`src/rtl/psq_pkg.sv`:
```
// Shared types and constants for the sorted priority insert queue.
// No dependencies; every other file imports this package.
package psq_pkg;

  localparam int DEPTH_DEF = 16;
  localparam int TURN_W    = 7;

  // Command codes
  localparam logic CMD_INSERT = 1'b0;
  localparam logic CMD_LIST   = 1'b1;

  // Result status codes
  localparam logic [1:0] ST_INSERTED = 2'd0;
  localparam logic [1:0] ST_LISTED   = 2'd1;
  localparam logic [1:0] ST_EMPTY    = 2'd2;
  localparam logic [1:0] ST_FULL     = 2'd3;

  typedef struct packed {
    logic [15:0] id;
    logic [7:0]  sev;
    logic [7:0]  age;
    logic [15:0] arr;
  } entry_t;

  typedef struct packed {
    logic        command;
    logic [15:0] ticket_id;
    logic [7:0]  severity;
    logic [7:0]  age;
    logic [15:0] arrival_time;
  } in_item_t;

  typedef struct packed {
    logic [1:0]        status;
    logic [TURN_W-1:0] turn;
    logic [15:0]       out_ticket_id;
    logic [7:0]        out_severity;
    logic [7:0]        out_age;
    logic [15:0]       out_arrival_time;
    logic              last;
  } out_item_t;

endpackage

```
`src/rtl/psq_mem.sv`:
```
// Entry store: one write port and one registered read port.
// Depends on psq_pkg for the entry type.
module psq_mem import psq_pkg::*; #(
  parameter int DEPTH = DEPTH_DEF
) (
  input  logic                     clk,
  input  logic                     rd_en,
  input  logic [$clog2(DEPTH)-1:0] rd_addr,
  output entry_t                   rd_data,
  input  logic                     wr_en,
  input  logic [$clog2(DEPTH)-1:0] wr_addr,
  input  entry_t                   wr_data
);

  entry_t mem [DEPTH];

  // Write port
  always_ff @(posedge clk) begin
    if (wr_en) begin
      mem[wr_addr] <= wr_data;
    end
  end

  // Registered read; hold the data when no read is issued
  always_ff @(posedge clk) begin
    if (rd_en) begin
      rd_data <= mem[rd_addr];
    end
  end

endmodule

```
`src/rtl/psq_cmp.sv`:
```
// Priority comparator shared by every step of the insert scan.
// Depends on psq_pkg for the entry type.
module psq_cmp import psq_pkg::*; (
  input  entry_t cand,
  input  entry_t stored,
  output logic   outranks
);

  // Higher severity, then lower age, then earlier arrival; full tie loses
  always_comb begin
    if (cand.sev != stored.sev) begin
      outranks = cand.sev > stored.sev;
    end else if (cand.age != stored.age) begin
      outranks = cand.age < stored.age;
    end else begin
      outranks = cand.arr < stored.arr;
    end
  end

endmodule

```
`src/rtl/sorted_priority_insert_queue_core.sv`:
```
// Insert: an empty queue takes the entry straight into slot zero; otherwise the scan walks
// down from the tail, one entry per cycle through the single comparator and the one memory
// write port, down to and including the first entry not outranked, or with an extra write
// state (S_IPUT) when the entry lands at the head. A full-queue insert is dropped and an
// empty list reports empty. List: one beat per cycle when the output is not stalled.
// Synchronous reset empties the queue and idles the sequencer; the store is not cleared.
module sorted_priority_insert_queue_core import psq_pkg::*; #(
  parameter int DEPTH = DEPTH_DEF
) (
  input  logic      clk,
  input  logic      rst,
  input  logic      in_valid,
  output logic      in_stall,
  input  in_item_t  in_data,
  output logic      out_valid,
  input  logic      out_stall,
  output out_item_t out_data
);

  localparam int AW = $clog2(DEPTH);
  localparam int CW = $clog2(DEPTH + 1);

  localparam logic [2:0] S_IDLE  = 3'd0;
  localparam logic [2:0] S_START = 3'd1;
  localparam logic [2:0] S_ICMP  = 3'd2;
  localparam logic [2:0] S_IPUT  = 3'd3;
  localparam logic [2:0] S_LIST  = 3'd4;
  localparam logic [2:0] S_EMIT  = 3'd5;

  logic [2:0]    state, state_next;
  logic [CW-1:0] count, count_next;
  logic [AW-1:0] idx, idx_next;
  in_item_t      item;
  out_item_t     res, res_next;
  out_item_t     out_next;
  logic          load_out;

  logic          rd_en, wr_en;
  logic [AW-1:0] rd_addr, wr_addr;
  entry_t        rd_data, wr_data;
  entry_t        new_e;
  logic          outranks;
  logic          out_free;

  assign new_e    = '{id: item.ticket_id, sev: item.severity, age: item.age,
                      arr: item.arrival_time};
  assign in_stall = (state != S_IDLE);
  assign out_free = !out_valid || !out_stall;

  psq_mem #(.DEPTH(DEPTH)) u_mem (
    .clk     (clk),
    .rd_en   (rd_en),
    .rd_addr (rd_addr),
    .rd_data (rd_data),
    .wr_en   (wr_en),
    .wr_addr (wr_addr),
    .wr_data (wr_data)
  );

  psq_cmp u_cmp (
    .cand     (new_e),
    .stored   (rd_data),
    .outranks (outranks)
  );

  // Sequencer: dispatch, tail-first scan and shift, list walk
  always_comb begin
    state_next = state;
    count_next = count;
    idx_next   = idx;
    res_next   = res;
    rd_en      = 1'b0;
    rd_addr    = '0;
    wr_en      = 1'b0;
    wr_addr    = '0;
    wr_data    = new_e;
    load_out   = 1'b0;
    out_next   = res;
    case (state)
      S_IDLE: begin
        if (in_valid) begin
          state_next = S_START;
        end
      end
      S_START: begin
        res_next = '{status: ST_INSERTED, turn: '0, out_ticket_id: item.ticket_id,
                     out_severity: item.severity, out_age: item.age,
                     out_arrival_time: item.arrival_time, last: 1'b1};
        if (item.command == CMD_LIST) begin
          if (count == '0) begin
            res_next   = '0;
            res_next.status = ST_EMPTY;
            res_next.last   = 1'b1;
            state_next = S_EMIT;
          end else begin
            rd_en      = 1'b1;
            rd_addr    = '0;
            idx_next   = '0;
            state_next = S_LIST;
          end
        end else if (count == CW'(DEPTH)) begin
          res_next.status = ST_FULL;
          state_next      = S_EMIT;
        end else if (count == '0) begin
          wr_en         = 1'b1;
          wr_addr       = '0;
          count_next    = CW'(1);
          res_next.turn = TURN_W'(1);
          state_next    = S_EMIT;
        end else begin
          rd_en      = 1'b1;
          rd_addr    = AW'(count - CW'(1));
          idx_next   = AW'(count - CW'(1));
          state_next = S_ICMP;
        end
      end
      S_ICMP: begin
        wr_en   = 1'b1;
        wr_addr = idx + AW'(1);
        if (outranks) begin
          // shift the stored entry one slot back and keep scanning
          wr_data = rd_data;
          if (idx == '0) begin
            state_next = S_IPUT;
          end else begin
            rd_en    = 1'b1;
            rd_addr  = idx - AW'(1);
            idx_next = idx - AW'(1);
          end
        end else begin
          count_next    = count + CW'(1);
          res_next.turn = TURN_W'(idx) + TURN_W'(2);
          state_next    = S_EMIT;
        end
      end
      S_IPUT: begin
        wr_en         = 1'b1;
        wr_addr       = '0;
        count_next    = count + CW'(1);
        res_next.turn = TURN_W'(1);
        state_next    = S_EMIT;
      end
      S_LIST: begin
        out_next = '{status: ST_LISTED, turn: TURN_W'(idx) + TURN_W'(1),
                     out_ticket_id: rd_data.id, out_severity: rd_data.sev,
                     out_age: rd_data.age, out_arrival_time: rd_data.arr,
                     last: (CW'(idx) + CW'(1)) == count};
        if (out_free) begin
          load_out = 1'b1;
          if ((CW'(idx) + CW'(1)) == count) begin
            state_next = S_IDLE;
          end else begin
            rd_en    = 1'b1;
            rd_addr  = idx + AW'(1);
            idx_next = idx + AW'(1);
          end
        end
      end
      S_EMIT: begin
        if (out_free) begin
          load_out   = 1'b1;
          state_next = S_IDLE;
        end
      end
      default: begin
        state_next = S_IDLE;
      end
    endcase
  end

  // Control registers
  always_ff @(posedge clk) begin
    if (rst) begin
      state     <= S_IDLE;
      count     <= '0;
      out_valid <= 1'b0;
    end else begin
      state <= state_next;
      count <= count_next;
      if (load_out) begin
        out_valid <= 1'b1;
      end else if (!out_stall) begin
        out_valid <= 1'b0;
      end
    end
  end

  // Payload registers
  always_ff @(posedge clk) begin
    if (state == S_IDLE && in_valid) begin
      item <= in_data;
    end
    idx <= idx_next;
    res <= res_next;
    if (load_out) begin
      out_data <= out_next;
    end
  end

endmodule

```
`config.mk`:
```
export PLATFORM = sky130hd
export DESIGN_NAME = sorted_priority_insert_queue_core
export DESIGN_NICKNAME = d
export VERILOG_FILES = /design/src/rtl/psq_pkg.sv /design/src/rtl/psq_mem.sv /design/src/rtl/psq_cmp.sv /design/src/rtl/sorted_priority_insert_queue_core.sv
export SDC_FILE = /design/constraint.sdc
export NUM_CORES = 1
export LEC_CHECK = 0
export ABC_CLOCK_PERIOD_IN_PS = 6600
export BUFFER_PORTS_ARGS = -buffer_cell sky130_fd_sc_hd__buf_2
export CORE_AREA = 2 2 390 392
export DETAILED_ROUTE_END_ITERATION = 10
export DIE_AREA = 0 0 392 394
export GPL_TIMING_DRIVEN = 1
export PLACE_DENSITY_LB_ADDON = 0.25
export SETUP_SLACK_MARGIN = 0.4
export SYNTH_ARGS = -nofsm -noshare
export SYNTH_HDL_FRONTEND = slang
export SYNTH_SLANG_ARGS = --single-unit
```
`constraint.sdc`:
```
create_clock -name clk -period 6.6 [get_ports clk]
set_clock_uncertainty 0.05 [all_clocks]
set_input_delay 1.32 -clock clk [delete_from_list [all_inputs] [get_ports clk]]
set_output_delay 1.32 -clock clk [all_outputs]
set_load 0.01 [all_outputs]
```
==> summary.md <==
| Metric | Value |
|---|---|
| CTS buffer count | `about 100` |
| Highest Signal Layer | `met4` |
| Total power | `between 20,000 and 25,000 uW` |
| Post-CTS setup buffer count | `0` |
| Final slew viol count | `roughly 120` |
| Hold_buf cts | `0` |
| GRT Util Overall | `roughly 17%` |
| Routed wl met2 | `roughly 66,000 um` |
| Worst reg2reg path depth | `13` |
| Post-CTS Resized | `0` |
| Post-synthesis cell count | `roughly 3.3k` |
| Final setup fails | `0` |
| Switching pwr | `7170 uW` |
| Setup crit end | `u_mem.rd_data[22]$_DFFE_PP_` |
| EDFF count, synth | `between 900 and 1k` |
| First-pass GRT wire length | `between 200,000 and 250,000 um` |
| Max Cap Viol | `0` |
| Max-slew headroom | `-6.53%` |
| Seq/Total Area, Yosys | `68.3%` |
| Num Clock Sinks | `989` |
| CP Launch Type | `register` |
| WL met3 | `roughly 8800 um` |
| Setup total negative slack | `0 ns` |
| Post-detail-place hpwl | `around 70,000 um` |
| Failing checks | `slew limit` |
| Maximum vdd ir drop | `between 0.3 and 0.4 mV` |
| Pin count of the biggest net entering global routing | `around 260` |
| Fraction of registers with async set/reset | `0%` |
| Core Area | `roughly 0.15 mm^2` |
| Grt ovf | `0` |
| Reg2reg end | `u_mem.rd_data[22]$_DFFE_PP_` |
| Post-DR vias/cell | `between 5 and 6` |
| DR WL/cell | `25.4 um` |
| #FFs+latches synth | `roughly 990` |
| Initial antenna violation count | `1` |
| Starting Density | `28.8%` |
| CTS tree | `built` |
| Metal1 wirelength | `roughly 59,000 um` |
| Worst EP arrival | `between 5 and 6 ns` |
| Required time of the critical path | `around 7 ns` |
| Seq pwr share | `a little over two fifths` |
| Wirelength, routed | `between 100,000 and 150,000 um` |
| Placed instance count | `5,215` |
| Layout cells sized above 1 | `11.7%` |
| Slew @ Worst Pin | `about 1.6 ns` |
| Rows | `~140` |
| RSZ-0062 raised after global routing | `no` |
| CP Max Fanout | `approximately 190` |
| Max Clk Rate | `187 MHz` |
| Worst setup path start | `idx[0]$_DFFE_PP_` |
| Vias in the first global route | `28.2k` |
| CTS H-tree depth | `3` |
| Number of buffers added on ports | `between 100 and 150` |
| Fin cells | `around 5.4k` |
| Clock power share | `27.7%` |
| Leakage power | `roughly 0.016 uW` |
| CTS max path bufs | `3` |
| Antenna viol nets, final | `0` |
| P_int | `between 10,000 and 15,000 uW` |
| Remaining routing DRC violations | `0` |
| Reg-to-Reg Start | `idx[0]$_DFFE_PP_` |
| Initial drt markers | `3,321` |
| Final hold viol count | `0` |
| Worst R2R Setup Slack | `between 1 and 1.5 ns` |
| Worst skew pair latency | `roughly 0.7 ns` |
| Main flop type after synthesis | `edfxtp_1` |
| First-pass DRT Iterations | `6` |
| Comb pwr share | `around 31%` |
| Post-Syn Area | `approximately 0.043 mm^2` |
| Die X-Extent | `just under 400 um` |
| Area grow syn2layout | `14.2%` |
| Clock Pin Slew Worst Setup and Hold Paths | `0.06 ns` |
| I/O pin total | `between 100 and 150` |
| Die Y | `394 um` |
| Avg Cell Area, Syn | `13.1 um^2` |
| Vias | `between 20k and 30k` |
| Hold Crit Class | `reg2reg` |
| Gp weighted congestion | `between 0.8 and 0.9` |
| Status | `complete, but fails checks` |
| Tmin final | `5.35 ns` |
| Switching share of total power | `between 30% and 40%` |
| Root cell of the clock tree | `clkbuf_16` |
| PwrDens | `a little over 400 mW/mm^2` |
| # fillers | `~15k` |
| Crit share post-route | `about four fifths` |
| CP endpoint kind | `register` |
| Die area | `between 0.15 and 0.2 mm^2` |
| Synth unique cells | `between 60 and 70` |
| YS warnings | `0` |
| Final net count | `3,379` |
| CP Class | `reg2reg` |
## layer usage
metal  vias up  track usage [%]
met5         -                0
met4         0             5.36
met3       215             2.10
met2      1175             28.5
met1     14898             23.6
li1      13158                -
## power by group through the flow
| stage | logic [uW] | registers, uW | clock network, uW |
|---|---|---|---|
| after floorplan | 3750 | 8520 | 0 |
| after global placement | 6210 | 8570 | 0 |
| after detailed placement | 6200 | 8580 | 0 |
| after CTS | 6220 | 8450 | 5720 |
| after global routing | 6760 | 8500 | 5960 |
| final | 6230 | 8450 | 5610 |
## cells by family after synthesis
family | count (synthesis) | share of synthesized area, %
AO/OA/AOI/OAI | 1062 | 16.5
flip-flops | 989 | 68.3
AND/OR/NAND/NOR | 827 | 10.4
buffers and inverters | 371 | 3.41
adder cells (fa/ha/maj) | 40 | 1.16
XOR/XNOR | 9 | 0.182
multiplexers | 2 | 0.0462
other | 1 | 0.00865
## how the worst min path moves through the flow
stage	start	to	cells past startpoint
after floorplan	res[56]$_SDFFCE_PP0P_	out_data[56]$_SDFFCE_PP1P_	1
final	res[56]$_SDFFCE_PP0P_	out_data[56]$_SDFFCE_PP1P_	1
after global routing	res[56]$_SDFFCE_PP0P_	out_data[56]$_SDFFCE_PP1P_	1
after CTS	res[56]$_SDFFCE_PP0P_	out_data[56]$_SDFFCE_PP1P_	1
after detailed placement	res[56]$_SDFFCE_PP0P_	out_data[56]$_SDFFCE_PP1P_	1
after global placement	res[36]$_DFFE_PP_	out_data[36]$_DFFE_PP_	2
## state kept, by name (all words and copies together) (netlist names)
name,cells
u_mem.rd_data,48
item,49
idx,4
out_valid,1
state,3
count,5
out_data,56
res,55
u_mem.mem,768
## final cells by class
class / instances / area, um^2 / area share (%)
flip-flops and latches: 989 / 29600 / 59.8
multi-input cells: 1942 / 12500 / 25.3
clock buffers: 125 / 2640 / 5.33
well taps: 2030 / 2540 / 5.13
repair buffers: 211 / 1520 / 3.07
clock inverters: 54 / 518 / 1.05
inverters: 43 / 161 / 0.326
diodes: 1 / 2.50 / 0.00506
## synth_stat cells (all sizes together) (30+ instances only)
| library cell | n | area share (%) |
|---|---|---|
| edfxtp | 980 | 68 |
| o21ai | 370 | 4.3 |
| nand2 | 293 | 2.5 |
| and3 | 290 | 4.2 |
| clkbuf | 271 | 2.3 |
| a211oi | 197 | 3.4 |
| a32oi | 192 | 3.9 |
| a21oi | 126 | 1.5 |
| or4 | 98 | 1.7 |
| a221oi | 97 | 2.0 |
| buf | 57 | 0.69 |
| and2 | 51 | 0.74 |
| o22ai | 50 | 0.72 |
| inv | 43 | 0.37 |
| ha | 40 | 1.2 |
| nor2 | 30 | 0.26 |
## cell usage in the layout, fill, tap and decap left out, types with 84 or more instances in the layout
cell,netlist,final
and3_1,290,289
a21oi_1,123,121
a221oi_1,96,96
buf_4,4,84
edfxtp_1,980,980
buf_2,37,110
o21ai_0,368,360
nand2_1,293,292
or4_1,98,98
a211oi_1,196,196
clkbuf_16,0,102
a32oi_1,192,192
## through the flow
stage / cell area (um^2) / hold slack, ns / setup WS [ns] / utilization [%]
6_report: 49500 / 0.444 / 1.25 / 32.9
5_1_grt: 49500 / 0.482 / 1.00 / 32.9
4_1_cts: 49500 / 0.449 / 1.32 / 32.8
3_5_place_dp: 46300 / 0.451 / 1.34 / 30.8
3_3_place_gp: 46300 / 0.452 / 1.37 / 30.8
2_1_floorplan: 43400 / 0.427 / 0.929 / -
## worst max-delay path: stages (launching register included)
cell and delay (ns):
edfxtp_1 0.32, buf_4 0.24, inv_2 0.17, ha_1 0.67, xnor2_1 0.17, o21ai_0 0.25, o311ai_4 0.41, buf_12 0.55
o21ai_4 0.13, or2_4 0.42, buf_12 0.27, a221oi_1 0.35, o22ai_1 0.13, or4_1 0.62
(Power assumes the default switching activity.)
